File: config.mk
export PLATFORM = sky130hd
export DESIGN_NAME = utf16_string_group_to_utf8_unit
export DESIGN_NICKNAME = d
export VERILOG_FILES = /design/src/utfsg_pkg.sv /design/src/utfsg_parse.sv /design/src/utfsg_emit.sv /design/src/utf16_string_group_to_utf8_unit.sv
export VERILOG_INCLUDE_DIRS = /design/src /design/src/src
export SDC_FILE = /design/constraint.sdc
export NUM_CORES = 1
export LEC_CHECK = 0
export BUFFER_PORTS_ARGS = -buffer_cell sky130_fd_sc_hd__buf_2
export CAP_MARGIN = 15
export CORE_MARGIN = 4
export CORE_UTILIZATION = 30
export DETAILED_ROUTE_END_ITERATION = 10
export PLACE_DENSITY_LB_ADDON = 0.15
export SYNTH_ARGS = -nofsm -noshare
export SYNTH_HDL_FRONTEND = slang
export SYNTH_SLANG_ARGS = --single-unit
export TNS_END_PERCENT = 10
File: constraint.sdc
create_clock -name clk -period 13.08 [get_ports clk]
set_input_delay 1.962 -clock clk [delete_from_list [all_inputs] [get_ports clk]]
set_output_delay 1.962 -clock clk [all_outputs]
set_load 0.02 [all_outputs]
File: src/assert_macros.svh
// Assertion macros shared by the string group converter modules
`ifndef ASSERT_MACROS_SVH
`define ASSERT_MACROS_SVH

// Check a condition on every rising clock edge outside reset.
`define ASSERT_ALWAYS(lbl, clk, rst, cond, msg) \
  lbl: assert property (@(posedge clk) disable iff (rst) (cond)) else $error(msg);

// Check that a trigger is followed in the next cycle by a condition.
`define ASSERT_NEXT(lbl, clk, rst, trig, cond, msg) \
  lbl: assert property (@(posedge clk) disable iff (rst) (trig) |=> (cond)) else $error(msg);

`endif

File: src/utfsg_pkg.sv
// Types, codes and helpers shared by the string group converter
`default_nettype none

package utfsg_pkg;

  localparam int unsigned RunMax = 4;

  typedef enum logic [1:0] {
    ERR_NONE      = 2'd0,
    ERR_OVERRUN   = 2'd1,
    ERR_SURROGATE = 2'd2
  } err_t;

  typedef enum logic [6:0] {
    PH_LEN_LO  = 7'b0000001,
    PH_LEN_HI  = 7'b0000010,
    PH_PFX1    = 7'b0000100,
    PH_PFX2    = 7'b0001000,
    PH_UNIT_LO = 7'b0010000,
    PH_UNIT_HI = 7'b0100000,
    PH_DRAIN   = 7'b1000000
  } phase_t;

  typedef struct packed {
    logic [7:0] data;
    logic       valid;
    logic       str_end;
    logic       done;
    err_t       err;
  } result_t;

  typedef struct packed {
    logic [2:0]              count;
    result_t [RunMax-1:0]    res;
  } run_t;

  function automatic result_t mk_res(logic [7:0] data, logic valid, logic str_end,
                                     logic done, err_t err);
    result_t r;
    r.data    = data;
    r.valid   = valid;
    r.str_end = str_end;
    r.done    = done;
    r.err     = err;
    return r;
  endfunction

endpackage

`default_nettype wire

File: src/utfsg_parse.sv
// Input register and byte parser that builds the result run of each beat
`default_nettype none
`include "assert_macros.svh"

module utfsg_parse
  import utfsg_pkg::*;
(
  input  wire logic       clk,
  input  wire logic       rst,
  input  wire logic       in_valid,
  output logic            in_stall,
  input  wire logic [7:0] in_byte,
  output logic            run_valid,
  input  wire logic       run_ready,
  output run_t            run
);

  logic        s1_valid;
  logic [7:0]  s1_byte;
  logic        advance;

  phase_t      phase, phase_next;
  logic [15:0] group_length, group_length_next;
  logic [16:0] bytes_consumed, bytes_consumed_next;
  logic [14:0] units_left, units_left_next;
  logic [7:0]  held_low_byte, held_low_byte_next;

  logic [16:0] bc_inc;
  logic        at_end;
  logic [15:0] cu;
  logic [14:0] ul_pfx2;
  logic [14:0] ul_dec;
  logic        do_settle;
  logic        str_done;
  phase_t      settle_ph;
  run_t        run_c;

  assign bc_inc  = bytes_consumed + 17'd1;
  assign at_end  = bc_inc >= {1'b0, group_length};
  assign cu      = {s1_byte, held_low_byte};
  assign ul_pfx2 = {held_low_byte[6:0], s1_byte};
  assign ul_dec  = (units_left != 15'd0) ? units_left - 15'd1 : units_left;

  always_comb begin
    phase_next          = phase;
    group_length_next   = group_length;
    bytes_consumed_next = bytes_consumed;
    units_left_next     = units_left;
    held_low_byte_next  = held_low_byte;
    do_settle           = 1'b0;
    str_done            = 1'b0;
    settle_ph           = phase;
    run_c               = '0;
    case (phase)
      PH_LEN_LO: begin
        held_low_byte_next = s1_byte;
        phase_next         = PH_LEN_HI;
      end
      PH_LEN_HI: begin
        group_length_next   = cu;
        bytes_consumed_next = '0;
        if (cu == 16'd0) begin
          run_c.res[0] = mk_res(8'h00, 1'b0, 1'b0, 1'b1, ERR_NONE);
          run_c.count  = 3'd1;
          phase_next   = PH_LEN_LO;
        end else begin
          phase_next = PH_PFX1;
        end
      end
      PH_PFX1: begin
        bytes_consumed_next = bc_inc;
        do_settle           = 1'b1;
        if (s1_byte[7]) begin
          held_low_byte_next = {1'b0, s1_byte[6:0]};
          settle_ph          = PH_PFX2;
        end else begin
          units_left_next = {8'd0, s1_byte[6:0]};
          str_done        = (s1_byte[6:0] == 7'd0);
          settle_ph       = PH_UNIT_LO;
        end
      end
      PH_PFX2: begin
        bytes_consumed_next = bc_inc;
        units_left_next     = ul_pfx2;
        do_settle           = 1'b1;
        str_done            = (ul_pfx2 == 15'd0);
        settle_ph           = PH_UNIT_LO;
      end
      PH_UNIT_LO: begin
        bytes_consumed_next = bc_inc;
        held_low_byte_next  = s1_byte;
        do_settle           = 1'b1;
        settle_ph           = PH_UNIT_HI;
      end
      PH_UNIT_HI: begin
        bytes_consumed_next = bc_inc;
        if (cu[15:11] == 5'b11011) begin
          run_c.res[0] = mk_res(8'h00, 1'b0, 1'b0, 1'b1, ERR_SURROGATE);
          run_c.count  = 3'd1;
          phase_next   = at_end ? PH_LEN_LO : PH_DRAIN;
        end else begin
          if (cu[15:7] == 9'd0) begin
            run_c.res[0] = mk_res(cu[7:0], 1'b1, 1'b0, 1'b0, ERR_NONE);
            run_c.count  = 3'd1;
          end else if (cu[15:11] == 5'd0) begin
            run_c.res[0] = mk_res({3'b110, cu[10:6]}, 1'b1, 1'b0, 1'b0, ERR_NONE);
            run_c.res[1] = mk_res({2'b10, cu[5:0]}, 1'b1, 1'b0, 1'b0, ERR_NONE);
            run_c.count  = 3'd2;
          end else begin
            run_c.res[0] = mk_res({4'b1110, cu[15:12]}, 1'b1, 1'b0, 1'b0, ERR_NONE);
            run_c.res[1] = mk_res({2'b10, cu[11:6]}, 1'b1, 1'b0, 1'b0, ERR_NONE);
            run_c.res[2] = mk_res({2'b10, cu[5:0]}, 1'b1, 1'b0, 1'b0, ERR_NONE);
            run_c.count  = 3'd3;
          end
          units_left_next = ul_dec;
          do_settle       = 1'b1;
          str_done        = (ul_dec == 15'd0);
          settle_ph       = PH_UNIT_LO;
        end
      end
      PH_DRAIN: begin
        bytes_consumed_next = bc_inc;
        if (at_end) begin
          phase_next = PH_LEN_LO;
        end
      end
      default: begin
        held_low_byte_next = s1_byte;
        phase_next         = PH_LEN_HI;
      end
    endcase

    if (do_settle) begin
      if (str_done) begin
        run_c.res[run_c.count[1:0]] = mk_res(8'h00, 1'b1, 1'b1, at_end, ERR_NONE);
        run_c.count = run_c.count + 3'd1;
        phase_next  = at_end ? PH_LEN_LO : PH_PFX1;
      end else if (at_end) begin
        run_c.res[run_c.count[1:0]] = mk_res(8'h00, 1'b0, 1'b0, 1'b1, ERR_OVERRUN);
        run_c.count = run_c.count + 3'd1;
        phase_next  = PH_LEN_LO;
      end else begin
        phase_next = settle_ph;
      end
    end
  end

  assign run       = run_c;
  assign run_valid = s1_valid && (run_c.count != 3'd0);
  assign advance   = s1_valid && ((run_c.count == 3'd0) || run_ready);
  assign in_stall  = s1_valid && !advance;

  always_ff @(posedge clk) begin
    if (rst) begin
      s1_valid       <= 1'b0;
      phase          <= PH_LEN_LO;
      group_length   <= '0;
      bytes_consumed <= '0;
      units_left     <= '0;
      held_low_byte  <= '0;
    end else begin
      if (in_valid && !in_stall) begin
        s1_valid <= 1'b1;
      end else if (advance) begin
        s1_valid <= 1'b0;
      end
      if (advance) begin
        phase          <= phase_next;
        group_length   <= group_length_next;
        bytes_consumed <= bytes_consumed_next;
        units_left     <= units_left_next;
        held_low_byte  <= held_low_byte_next;
      end
    end
  end

  always_ff @(posedge clk) begin
    if (in_valid && !in_stall) begin
      s1_byte <= in_byte;
    end
  end

  `ASSERT_NEXT(a_hold_beat, clk, rst, s1_valid && !advance, s1_valid, "input beat lost while held")
  `ASSERT_ALWAYS(a_run_size, clk, rst, !s1_valid || (run_c.count <= 3'd4), "run larger than buffer")
  `ASSERT_ALWAYS(a_phase_onehot, clk, rst, $onehot(phase), "phase not one-hot")

endmodule

`default_nettype wire

File: src/utfsg_emit.sv
// Run buffer and output register that send one result per cycle unless out_stall holds the output
`default_nettype none
`include "assert_macros.svh"

module utfsg_emit
  import utfsg_pkg::*;
(
  input  wire logic       clk,
  input  wire logic       rst,
  input  wire logic       run_valid,
  output logic            run_ready,
  input  run_t            run,
  output logic            out_valid,
  input  wire logic       out_stall,
  output logic [7:0]      out_byte,
  output logic            byte_valid,
  output logic            string_end,
  output logic            group_done,
  output logic [1:0]      error_code,
  output logic            last_of_run
);

  run_t       run_data;
  logic       run_busy;
  logic [1:0] idx;
  logic       out_free;
  logic       move;
  logic       is_last;
  logic       last_move;
  logic       load;
  result_t    cur;

  assign out_free  = !out_valid || !out_stall;
  assign move      = run_busy && out_free;
  assign is_last   = ({1'b0, idx} == (run_data.count - 3'd1));
  assign last_move = move && is_last;
  assign run_ready = !run_busy || last_move;
  assign load      = run_valid && run_ready;
  assign cur       = run_data.res[idx];

  always_ff @(posedge clk) begin
    if (rst) begin
      run_busy  <= 1'b0;
      idx       <= '0;
      out_valid <= 1'b0;
    end else begin
      if (load) begin
        run_busy <= 1'b1;
        idx      <= '0;
      end else if (last_move) begin
        run_busy <= 1'b0;
      end else if (move) begin
        idx <= idx + 2'd1;
      end
      if (out_free) begin
        out_valid <= move;
      end
    end
  end

  always_ff @(posedge clk) begin
    if (load) begin
      run_data <= run;
    end
    if (move) begin
      out_byte    <= cur.valid ? cur.data : 8'h00;
      byte_valid  <= cur.valid;
      string_end  <= cur.str_end;
      group_done  <= cur.done;
      error_code  <= cur.err;
      last_of_run <= is_last;
    end
  end

  `ASSERT_ALWAYS(a_busy_count, clk, rst, !run_busy || (run_data.count != 3'd0), "empty run held")
  `ASSERT_ALWAYS(a_idx_range, clk, rst, !run_busy || ({1'b0, idx} < run_data.count), "index past run")
  `ASSERT_NEXT(a_load_start, clk, rst, load, run_busy && (idx == 2'd0), "run load not started at head")

endmodule

`default_nettype wire

File: src/utf16_string_group_to_utf8_unit.sv
// Top level of the UTF-16 string group to UTF-8 converter
//
//   channel  dir  handshake            payload
//   in       in   in_valid / in_stall  in_byte
//   out      out  out_valid/out_stall  out_byte byte_valid string_end group_done
//                                      error_code last_of_run
//
// A beat waits in the input register while the parser builds its run of zero
// to four results, which pass through the run buffer to the output register.
// The run buffer sends one result per cycle unless out_stall holds it; a beat
// with results waits until its run is taken. Beats with no result pass at one
// per cycle. Reset clears phase, counters, the held low byte and valid bits
// only. out_stall holds the output register and backs up to in_stall.
`default_nettype none

module utf16_string_group_to_utf8_unit
  import utfsg_pkg::*;
(
  input  wire logic       clk,
  input  wire logic       rst,
  input  wire logic       in_valid,
  output logic            in_stall,
  input  wire logic [7:0] in_byte,
  output logic            out_valid,
  input  wire logic       out_stall,
  output logic [7:0]      out_byte,
  output logic            byte_valid,
  output logic            string_end,
  output logic            group_done,
  output logic [1:0]      error_code,
  output logic            last_of_run
);

  run_t run;
  logic run_valid;
  logic run_ready;

  utfsg_parse u_parse (
    .clk       (clk),
    .rst       (rst),
    .in_valid  (in_valid),
    .in_stall  (in_stall),
    .in_byte   (in_byte),
    .run_valid (run_valid),
    .run_ready (run_ready),
    .run       (run)
  );

  utfsg_emit u_emit (
    .clk         (clk),
    .rst         (rst),
    .run_valid   (run_valid),
    .run_ready   (run_ready),
    .run         (run),
    .out_valid   (out_valid),
    .out_stall   (out_stall),
    .out_byte    (out_byte),
    .byte_valid  (byte_valid),
    .string_end  (string_end),
    .group_done  (group_done),
    .error_code  (error_code),
    .last_of_run (last_of_run)
  );

endmodule

`default_nettype wire
==> metrics <==
share of cells above drive strength 1 0.115; number of synthesized register bits around 130; Antenna Nets Post-Route 0; synthesis-to-finish area growth 14.2%; cts bufs inserted 17; Avg WL per Cell between 15 and 20 µm; WL final 19200 µm; Die Y 164 µm; sequential fraction of the synthesis area 0.445; global-route wire length before repair 30800 µm; Cell Area, Synth 0.00731 mm²; global route overflow 0; Max Fclk 122 MHz; Leakage 0.00296 µW; crit-path max FO 8; clock skew 0.00805 ns; max_slew headroom 0.271; DIE AREA 0.0269 mm²; max_cap viols 0; Worst-Margin Slew 1.09 ns; Horiz. Die Dim 164 µm; IO Pins 28; Clock transition at path regs around 0.06 ns; setup TNS 0 ns; RSZ-0062 raised after global routing false; DRC 0; # H-tree levels 4; Core ar. 0.0237 mm²; startpoint types register; Antenna diodes 0; Total GRT Usage 0.147; Syn Inst Count around 770; drt first pass iters 5; violation count after the first detailed-route iteration 346; row cnt 56; Setup crit end kind primary output; Post-CTS Hold Fix Bufs 0; fin crit share 0.624; DR vias/cell 5.03; largest net degree at the start of global routing 74; final count of pins violating max slew 0; total power divided by cell area 116 mW/mm²; global placer's final weighted congestion 0.855; prevailing post-synth register cell dfxtp_1; CP required between 10 and 15 ns; setup bufs post-CTS 0; CTS tree yes; final setup fails 0; status finished clean; synth warn 0; Initial Utilization 0.308; Net Count, Synth 805; WS Path Type register to primary output; worst hold-check path type register to register; final worst path period need between 8 and 9 ns; Clock Path Buffers 2; PostCTS Resize Cnt 0; Critical Path AT between 6 and 7 ns; via count about 5600; DP Wirelength 13800 µm; worst-skew pair later-pin latency 0.42 ns; most common cell after layout, fill and taps aside dfxtp_1; Post-synth ARST share 0; I/O Buffers 27; nets 824; vias in the first global route 5538; Root Driver clkbuf_16; initial antenna violation count 0; Max rail drop VDD 72.0 µV; Hold Violations, Final 0; CTS sink count 131; EDFF count, synth 63; Final Power roughly 970 µW; most frequent cells in the layout dfxtp_1, nor2_1, edfxtp_1; Mapped Avg Cell Area roughly 9.5 µm²; Cell variety after synth 73
kinds of logic (layout without fill, tap and decap cells):
group,after synthesis,in the layout,share of synthesized area
adders and majority gates,25,25,0.0428
buffers and inverters,83,115,0.0481
and+or+nand+nor,316,316,0.234
xor gates and xnor gates,22,22,0.0264
DFF,131,131,0.445
AOI/OAI and AO/OA,143,143,0.129
muxes,48,48,0.0743
synth_stat cells, types with 6 or more instances:
cell | number | area share
a211oi_1 | 12 | 0.012
a21oi_1 | 40 | 0.027
a31oi_1 | 12 | 0.010
and2_1 | 10 | 0.0086
clkbuf_1 | 24 | 0.012
dfxtp_1 | 68 | 0.19
edfxtp_1 | 63 | 0.26
ha_1 | 25 | 0.043
inv_1 | 47 | 0.024
mux2i_1 | 40 | 0.055
nand2_1 | 54 | 0.028
nand2b_1 | 43 | 0.037
nand3_1 | 34 | 0.023
nand4_1 | 7 | 0.0060
nor2_1 | 65 | 0.033
nor2b_1 | 17 | 0.015
nor3_1 | 20 | 0.014
nor4_1 | 8 | 0.0069
o211ai_1 | 13 | 0.013
o21ai_0 | 21 | 0.014
o31ai_1 | 6 | 0.0062
or3_1 | 9 | 0.0077
or4_1 | 23 | 0.024
xnor2_1 | 17 | 0.020
registers in the layout (all words and copies together), names as in the netlist:
name and flops:
u_parse.s1_byte 8, u_emit.last_of_run 1, u_emit.error_code 2, u_parse.bytes_consumed 17
u_emit.byte_valid 1, u_parse.s1_valid 1, u_parse.held_low_byte 8, u_emit.string_end 1
u_parse.group_length 16, u_emit.out_byte 8, u_emit.out_valid 1, u_parse.units_left 15
u_emit.idx 2, u_emit.run_busy 1, u_emit.run_data 41, u_parse.phase 7
u_emit.group_done 1
critical path, cell delays in order (launching register included):
cell and delay (ns):
dfxtp_1 0.41, and3_1 0.22, nand3_1 0.20, or2_2 0.36, nor3_1 0.28, nand3_1 0.23, or3_1 0.43, xnor2_1 0.16
ha_1 0.30, o21a_1 0.19, o21ai_0 0.32, nor3_1 0.11, a211oi_1 0.42, nand3_1 0.34, or3_1 0.61, mux2_4 0.39
a21bo_2 0.23, nor2_1 0.35, buf_2 0.25
final cells by class:
class | count | area [µm²]
sequential | 131 | 3250
fill | 2500 | 15300
multi-input combinational | 554 | 3710
timing repair buffer | 36 | 203
inverter | 47 | 176
clock inverter | 15 | 176
clock buffer | 17 | 425
tap | 319 | 399
layer usage:
layer  global-route usage  routed length, µm
met3               0.0271                850
met2                0.226               8580
met5                    0                  0
met1                0.210               9410
met4               0.0480                313
metrics by stage:
stage	area, µm²	std cells	hold WS, ns	worst slack [ns]	util
after floorplan	7310	768	0.449	6.25	-
after global placement	7740	1087	0.463	5.61	0.327
after detailed placement	7740	1087	0.469	5.44	0.327
after CTS	8350	1119	0.479	4.96	0.352
after global routing	8350	1119	0.506	4.55	0.352
final	8350	1119	0.475	4.92	0.352
worst paths after layout:
check	startpoint	endpoint	slack, ns	depth (start not counted)
max	u_parse.bytes_consumed[0]	in_stall	4.92	18
min	u_parse.group_length[4]	u_parse.group_length[4]	0.48	2
max reg2reg	u_parse.bytes_consumed[0]	u_parse.bytes_consumed[10]	6.67	19
min reg2reg	u_parse.group_length[4]	u_parse.group_length[4]	0.48	2
where the power goes:
part           switching [µW]  internal, µW  total (µW)  leakage (µW)
sequential               7.65           432         439       0.00109
combinational            22.8          13.9        36.7       0.00158
clock                     191           301         492      0.000294
total                     222           747         968       0.00296
No activity file was read; power rests on OpenSTA's default activity.
